`src/hdl/htfd_pkg.sv`:
```
package htfd_pkg;

  localparam int unsigned BYTE_W    = 8;
  localparam int unsigned RAW_W     = 20;
  localparam int unsigned HUM_W     = 7;
  localparam int unsigned TEMP_W    = 9;
  localparam int unsigned IDX_W     = 3;
  localparam int unsigned BUSY_BIT  = 7;

  localparam logic [BYTE_W-1:0] CRC_POLY = 8'h31;
  localparam logic [BYTE_W-1:0] CRC_INIT = 8'hFF;

  // byte positions inside a frame
  localparam logic [IDX_W-1:0] IDX_IDLE  = 3'd0;
  localparam logic [IDX_W-1:0] IDX_FIRST = 3'd1;
  localparam logic [IDX_W-1:0] IDX_CRC   = 3'd6;

  // scaling with round-half-up before dropping the 20 fraction bits
  localparam logic [27:0] ROUND_HALF = 28'h0080000;
  localparam logic [6:0]  HUM_SCALE  = 7'd100;
  localparam logic [7:0]  TEMP_SCALE = 8'd200;
  localparam logic signed [TEMP_W-1:0] TEMP_OFFS = 9'sd50;

  typedef enum logic [1:0] {
    ST_OK   = 2'd0,
    ST_BUSY = 2'd1,
    ST_CRC  = 2'd2
  } status_t;

  typedef struct packed {
    status_t                    status;
    logic [HUM_W-1:0]           hum;
    logic signed [TEMP_W-1:0]   temp;
    logic                       valid;
  } result_t;

  // crc-8, msb first, one byte
  function automatic logic [BYTE_W-1:0] crc8_byte(input logic [BYTE_W-1:0] crc,
                                                  input logic [BYTE_W-1:0] b);
    logic [BYTE_W-1:0] c;
    c = crc ^ b;
    for (int k = 0; k < BYTE_W; k++) begin
      if (c[BYTE_W-1]) begin
        c = {c[BYTE_W-2:0], 1'b0} ^ CRC_POLY;
      end else begin
        c = {c[BYTE_W-2:0], 1'b0};
      end
    end
    return c;
  endfunction

endpackage

```
`src/hdl/htfd_scale.sv`:
```
module htfd_scale import htfd_pkg::*; (
  input  logic [2*RAW_W-1:0]       raw,
  output logic [HUM_W-1:0]         hum,
  output logic signed [TEMP_W-1:0] temp
);

  logic [RAW_W-1:0] raw_h;
  logic [RAW_W-1:0] raw_t;
  logic [27:0]      hum_prod;
  logic [27:0]      temp_prod;
  logic [7:0]       temp_pos;

  assign raw_h = raw[2*RAW_W-1:RAW_W];
  assign raw_t = raw[RAW_W-1:0];

  // products stay below 2^28 with the rounding term added
  assign hum_prod  = {8'd0, raw_h} * {21'd0, HUM_SCALE} + ROUND_HALF;
  assign temp_prod = {8'd0, raw_t} * {20'd0, TEMP_SCALE} + ROUND_HALF;

  assign hum      = hum_prod[RAW_W +: HUM_W];
  assign temp_pos = temp_prod[RAW_W +: 8];
  assign temp     = $signed({1'b0, temp_pos}) - TEMP_OFFS;

endmodule

```
`src/hdl/htfd_frame.sv`:
```
module htfd_frame import htfd_pkg::*; (
  input  logic              clk,
  input  logic              rst_n,
  input  logic              step,
  input  logic [BYTE_W-1:0] frame_byte,
  input  logic              frame_start,
  output logic              is_last,
  output result_t           result
);

  logic [IDX_W-1:0]         idx_r;
  logic [BYTE_W-1:0]        crc_r;
  logic                     busy_r;
  logic [2*RAW_W-1:0]       raw_r;
  logic [HUM_W-1:0]         hum_r;
  logic signed [TEMP_W-1:0] temp_r;
  logic                     valid_r;

  logic                     first;
  logic                     good;
  logic [BYTE_W-1:0]        crc_nxt;
  logic [HUM_W-1:0]         hum_scaled;
  logic signed [TEMP_W-1:0] temp_scaled;

  // a start flag or an idle counter makes this the status byte
  assign first   = frame_start || (idx_r == IDX_IDLE);
  assign is_last = !first && (idx_r == IDX_CRC);
  assign crc_nxt = crc8_byte(first ? CRC_INIT : crc_r, frame_byte);
  assign good    = is_last && !busy_r && (crc_r == frame_byte);

  htfd_scale u_scale (
    .raw  (raw_r),
    .hum  (hum_scaled),
    .temp (temp_scaled)
  );

  always_comb begin
    if (busy_r) begin
      result.status = ST_BUSY;
    end else if (crc_r != frame_byte) begin
      result.status = ST_CRC;
    end else begin
      result.status = ST_OK;
    end
    result.hum   = good ? hum_scaled : hum_r;
    result.temp  = good ? temp_scaled : temp_r;
    result.valid = good || valid_r;
  end

  always_ff @(posedge clk) begin
    if (!rst_n) begin
      idx_r   <= IDX_IDLE;
      crc_r   <= CRC_INIT;
      busy_r  <= 1'b0;
      hum_r   <= '0;
      temp_r  <= '0;
      valid_r <= 1'b0;
    end else if (step) begin
      if (first) begin
        idx_r  <= IDX_FIRST;
        crc_r  <= crc_nxt;
        busy_r <= frame_byte[BUSY_BIT];
      end else if (is_last) begin
        idx_r <= IDX_IDLE;
        crc_r <= CRC_INIT;
        if (good) begin
          hum_r   <= hum_scaled;
          temp_r  <= temp_scaled;
          valid_r <= 1'b1;
        end
      end else begin
        idx_r <= idx_r + IDX_FIRST;
        crc_r <= crc_nxt;
      end
    end
  end

  // five data bytes fill the whole field word, so no clear is needed
  always_ff @(posedge clk) begin
    if (step && !first && !is_last) begin
      raw_r <= {raw_r[2*RAW_W-BYTE_W-1:0], frame_byte};
    end
  end

  a_idx_range: assert property (@(posedge clk) disable iff (!rst_n)
    idx_r <= IDX_CRC)
    else $error("byte counter past crc position");

  a_idle_after_crc: assert property (@(posedge clk) disable iff (!rst_n)
    step && is_last |=> idx_r == IDX_IDLE && crc_r == CRC_INIT)
    else $error("frame state not restarted after crc byte");

  a_valid_sticky: assert property (@(posedge clk) disable iff (!rst_n)
    valid_r |=> valid_r)
    else $error("reading valid flag dropped");

endmodule

```
`src/hdl/humidity_temp_frame_decoder_core.sv`:
```
// Decodes a seven-byte humidity/temperature measurement frame.
// Input stream: one frame byte per transaction in in_tdata; in_tuser set on
// the first byte restarts the frame. A byte arriving with no frame in progress
// is taken as the status byte all the same.
// Output stream: one transaction per seventh (crc) byte carrying the status
// code (ok, busy, crc mismatch), the last good humidity in percent, the last
// good temperature in degrees C and the reading-valid flag. A bad frame
// reports the previously held readings.
// Path: a crc byte goes through the input register, then the decode logic
// into the result register, before it shows on out_tvalid.
// Throughput: one byte per cycle, unless a crc byte waits on a pending result.
// Stall: when out_tready is low with a result pending, data bytes keep
// flowing; only a crc byte waits in the input register, and in_tready drops
// until the result register is free.
// Reset: clears the frame counter, crc, held readings and valid flag; no
// transaction is pending afterwards.
module humidity_temp_frame_decoder_core import htfd_pkg::*; (
  input  logic        clk,
  input  logic        rst_n,
  input  logic        in_tvalid,
  output logic        in_tready,
  input  logic [7:0]  in_tdata,   // [7:0] frame_byte
  input  logic        in_tuser,   // [0] frame_start
  output logic        out_tvalid,
  input  logic        out_tready,
  output logic [23:0] out_tdata   // [1:0] status, [8:2] humidity_pct,
                                  // [17:9] temperature_c, [18] reading_valid
);

  logic              s1_valid_r;
  logic [BYTE_W-1:0] s1_byte_r;
  logic              s1_start_r;
  logic              out_valid_r;
  result_t           out_res_r;

  logic              out_free;
  logic              s1_adv;
  logic              is_last;
  result_t           result;

  assign out_free  = !out_valid_r || out_tready;
  assign s1_adv    = s1_valid_r && (!is_last || out_free);
  assign in_tready = !s1_valid_r || s1_adv;

  htfd_frame u_frame (
    .clk         (clk),
    .rst_n       (rst_n),
    .step        (s1_adv),
    .frame_byte  (s1_byte_r),
    .frame_start (s1_start_r),
    .is_last     (is_last),
    .result      (result)
  );

  always_ff @(posedge clk) begin
    if (!rst_n) begin
      s1_valid_r <= 1'b0;
    end else if (in_tready) begin
      s1_valid_r <= in_tvalid;
    end
  end

  always_ff @(posedge clk) begin
    if (in_tvalid && in_tready) begin
      s1_byte_r  <= in_tdata;
      s1_start_r <= in_tuser;
    end
  end

  always_ff @(posedge clk) begin
    if (!rst_n) begin
      out_valid_r <= 1'b0;
    end else if (s1_adv && is_last) begin
      out_valid_r <= 1'b1;
    end else if (out_tready) begin
      out_valid_r <= 1'b0;
    end
  end

  always_ff @(posedge clk) begin
    if (s1_adv && is_last) begin
      out_res_r <= result;
    end
  end

  assign out_tvalid = out_valid_r;
  assign out_tdata  = {5'd0, out_res_r.valid, out_res_r.temp, out_res_r.hum,
                       out_res_r.status};

  a_no_overwrite: assert property (@(posedge clk) disable iff (!rst_n)
    s1_adv && is_last |-> !out_valid_r || out_tready)
    else $error("result register overwritten while pending");

  a_hold_stalled: assert property (@(posedge clk) disable iff (!rst_n)
    s1_valid_r && !s1_adv |=> s1_valid_r && $stable(s1_byte_r) && $stable(s1_start_r))
    else $error("stalled input byte lost");

  a_ok_is_valid: assert property (@(posedge clk) disable iff (!rst_n)
    out_valid_r && out_res_r.status == ST_OK |-> out_res_r.valid)
    else $error("ok status without valid reading");

endmodule
```
`config.mk`:
```
export PLATFORM = sky130hd
export DESIGN_NAME = humidity_temp_frame_decoder_core
export DESIGN_NICKNAME = d
export VERILOG_FILES = /design/src/hdl/htfd_pkg.sv /design/src/hdl/htfd_scale.sv /design/src/hdl/htfd_frame.sv /design/src/hdl/humidity_temp_frame_decoder_core.sv
export SDC_FILE = /design/constraint.sdc
export NUM_CORES = 1
export LEC_CHECK = 0
export ABC_AREA = 1
export BUFFER_PORTS_ARGS = -buffer_cell sky130_fd_sc_hd__buf_4
export CAP_MARGIN = 20
export CELL_PAD_IN_SITES_DETAIL_PLACEMENT = 2
export CELL_PAD_IN_SITES_GLOBAL_PLACEMENT = 2
export CORE_UTILIZATION = 30
export CTS_BUF_LIST = sky130_fd_sc_hd__clkbuf_4
export CTS_CLUSTER_DIAMETER = 200
export CTS_CLUSTER_SIZE = 28
export DETAILED_ROUTE_END_ITERATION = 10
export PLACE_DENSITY = 0.78
export SYNTH_ARGS = -nofsm -noshare
export SYNTH_HDL_FRONTEND = slang
export SYNTH_SLANG_ARGS = --single-unit
```
`constraint.sdc`:
```
create_clock -name clk -period 3.59 [get_ports clk]
set_input_delay 0.1795 -clock clk [delete_from_list [all_inputs] [get_ports clk]]
set_output_delay 0.1795 -clock clk [all_outputs]
set_load 0.01 [all_outputs]
```
==> summary.txt <==
Timing
  – Clk_skew: 0.0556 ns
  – Achievable Freq: between 200 and 250 MHz
  – Tcrit/Tclk final: 124%
  – Slew headroom: approximately two fifths
  – RSZ-0062 raised after global routing: yes
  – Final setup violation count: 31
  – Hold_ws: 0.350 ns
  – Final worst setup slack: -0.869 ns
  – Final number of hold-violating endpoints: 0
  – Final Slew Violations: 0
  – Worst-Margin Slew: just over 0.9 ns
  – Fin crit period: 4.46 ns

Routing
  – DRT antenna net count: 0
  – 1st-iter DRT viols: 276
  – DR DRC count: 0
  – Vias: 8620
  – Drt wl/cell: ~22 um
  – Pre-antenna DRT Iters: 4
  – WL final: about 39000 um
  – Vias per cell: 4.92

Final layout
  – # nets final: ~1500
  – FILL cells: slightly above 3000
  – Final std cells w/o fill: 1752
  – Antenna diode count: 0
  – Layout cells sized above 1: approximately two fifths
  – P&R area growth vs syn: 45.7%

Synth
  – Mapped Area: 8760 um^2
  – Synth Warn #: 0
  – Cell taking the most area after synthesis: edfxtp_1
  – Most frequent cell after synthesis: inv_1
  – Synth top area cells: edfxtp_1 23%, ha_1 19%, inv_1 11%, nand2_1 11%, dfxtp_1 7.1%
  – Yosys top cell area share: 23.3%
  – Unique masters post-synth: 48
  – Flop and latch count out of synthesis: 99
  – Commonest cells post-synth: 254 x inv_1, 253 x nand2_1, 130 x ha_1
  – Number of enable flip-flop cells after synthesis: 68
  – Cells after Synth: 1109
  – Synth async-reset ratio: 0%
  – Most used flip-flop cell after synthesis: edfxtp_1
  – Sequential-to-total area share from yosys stat: 30.4%
  – Avg Inst Size Synth: 7.90 um^2

Floorplan
  – IO Pins: 39
  – Die area: 29900 um^2
  – Placeable Area: 28700 um^2
  – Initial core utilization: 30.5%
  – Die Wd: 173 um
  – Site row count: 62
  – Die Span Y: approximately 170 um

Global route
  – Initial antenna violation count: 0
  – Gr usage total: 21.4%
  – Vias in the first global route: 9594
  – Gr ovfl total: 0
  – Global-route wire length before repair: 50000 um
  – Largest net degree at the start of global routing: 41

Critical path
  – Max FO, Critical Path: 4
  – RR Endpoint: u_frame.temp_r[5]$_SDFFE_PN0P_
  – Type of the worst setup path: flop to flop
  – CP Capture Point: u_frame.temp_r[5]$_SDFFE_PN0P_
  – Worst Path Arrival: 4.97 ns
  – Startpoint type of the worst setup path: flop
  – WP data required: 4.10 ns
  – R2R Setup Slk: -0.87 ns
  – CP Capture Type: flop
  – FF-to-FF path depth: 25
  – Reg2Reg Launch Point: u_frame.raw_r[7]$_DFFE_PP_
  – Beginning of the critical path: u_frame.raw_r[7]$_DFFE_PP_

Placed design
  – Detailed Place HPWL: 22900 um
  – Routability congestion estimate: roughly 0.8
  – Buffers on Ports: 33
  – Inst Count DP: about 1700
  – Pre-CTS setup slack: -0.619 ns

Clock network
  – Total CTS buffers: 9
  – CTS root buffer: clkbuf_4
  – Worst-path clk slew: around 0.23 ns
  – Worst-skew pair later-pin latency: between 0.5 and 0.6 ns
  – CTS tree: built
  – H-tree levels: 3
  – CTS Sinks: 99
  – Longest Clk Path Bufs: 2

Hold path
  – Min-Delay Startpoint: in_tuser
  – Worst Hold Class: input pin to flop

Outcome
  – Failing checks: negative setup slack
  – Status: finished, violations left

Pwr
  – P_leak: 6.23 nW
  – Worst VDD drop: 0.000196 V
  – Total power: between 3 and 4 mW
  – Pwr dens: 239 nW/um^2

Job
  – Max-cap viol count: 0
[critical path, stage by stage, from the launching register on]
cell      delay (ns)
edfxtp_1        0.55
ha_1            0.34
ha_1            0.27
inv_1           0.05
fa_1            0.50
inv_1           0.06
ha_4            0.24
nand2_1         0.07
nand2_2         0.07
inv_1           0.06
nand2_1         0.18
a21oi_4         0.23
nand3_1         0.12
nand2_2         0.14
ha_4            0.17
nand3_4         0.09
nor2_4          0.18
nand4_1         0.16
nand2_1         0.11
inv_2           0.07
buf_6           0.13
nand3_4         0.07
nand2_1         0.09
o21ai_2         0.30
nand2_1         0.10
nand2_1         0.08
[placed cells by master (no fill, tap or decap), types with 22 or more instances in the layout]
cell type  count
inv_2         38
ha_1          92
nand2_2       46
nor2_4        22
dfxtp_1       31
a21oi_1       32
buf_4        223
nand2_1      203
inv_1        220
fa_1          28
edfxtp_1      68
nor2_1        31
ha_4          38
nand3_1       27
[power breakdown]
part / internal (mW) / switching (mW)
Sequential: 1.24 / 0.0261
Clock: 0.184 / 0.560
Combinational: 0.449 / 0.591
[worst min-delay path by stage]
stage,endpoint,depth (start not counted)
2_1_floorplan,s1_byte_r[0]$_DFFE_PP_,0
3_3_place_gp,s1_byte_r[3]$_DFFE_PP_,1
3_5_place_dp,s1_byte_r[2]$_DFFE_PP_,1
4_1_cts,s1_start_r$_DFFE_PP_,2
5_1_grt,s1_byte_r[0]$_DFFE_PP_,2
6_report,s1_start_r$_DFFE_PP_,2
[registers in the layout (all words and copies together) (netlist names)]
name             flops
s1_valid_r           1
u_frame.idx_r        3
out_tvalid           1
u_frame.busy_r       1
u_frame.temp_r       9
out_tdata           19
u_frame.hum_r        7
s1_start_r           1
u_frame.crc_r        8
u_frame.raw_r       40
s1_byte_r            8
u_frame.valid_r      1
[metal layers]
metal	GRT usage, %	wire, um	share of wire, %	vias up
li1	-	-	-	4009
met1	22.8	14200	37	4386
met2	44.1	22400	58	142
met3	2.04	680	1.8	83
met4	5.42	1440	3.7	0
met5	0	0	0	-
[cell families (layout without fill, tap and decap cells)]
family                     Yosys count  in the layout  synth area share (%)
AOI/OAI and AO/OA                  112            112                  7.08
xor gates and xnor gates            31             31                  3.26
adders and majority gates          158            158                  25.0
buffers and inverters              273            528                  12.0
DFF                                 99             99                  30.4
other                                1              5                0.0428
and+or+nand+nor                    435            435                  22.3
[what timing repair did]
action,CTS,global route
setup buffers,30,37
pin swaps,68,115
endpoints found under the hold margin,14,0
hold buffers,13,0
gates resized for setup,137,151
endpoints found under the setup margin,30,31
[metrics by stage]
stage | TNS [ns] | util, % | area (um^2)
floorplan | -0.277 | - | 8970
global placement | -8.34 | 37.2 | 10700
detailed placement | -13.60 | 37.2 | 10700
CTS | -9.41 | 41.1 | 11800
global route | -20.22 | 44.5 | 12800
finish | -15.34 | 44.5 | 12800
[layout make-up]
cell class / instances / area (um^2) / area share (%)
Multi-Input combinational cell: 741 / 6490 / 50.9
Sequential cell: 99 / 2660 / 20.9
Timing Repair Buffer: 252 / 1980 / 15.5
Inverter: 260 / 978 / 7.66
Tap cell: 384 / 480 / 3.76
Clock inverter: 7 / 100 / 0.784
Clock buffer: 9 / 67.6 / 0.529
Power figures use the tool's default switching activity.
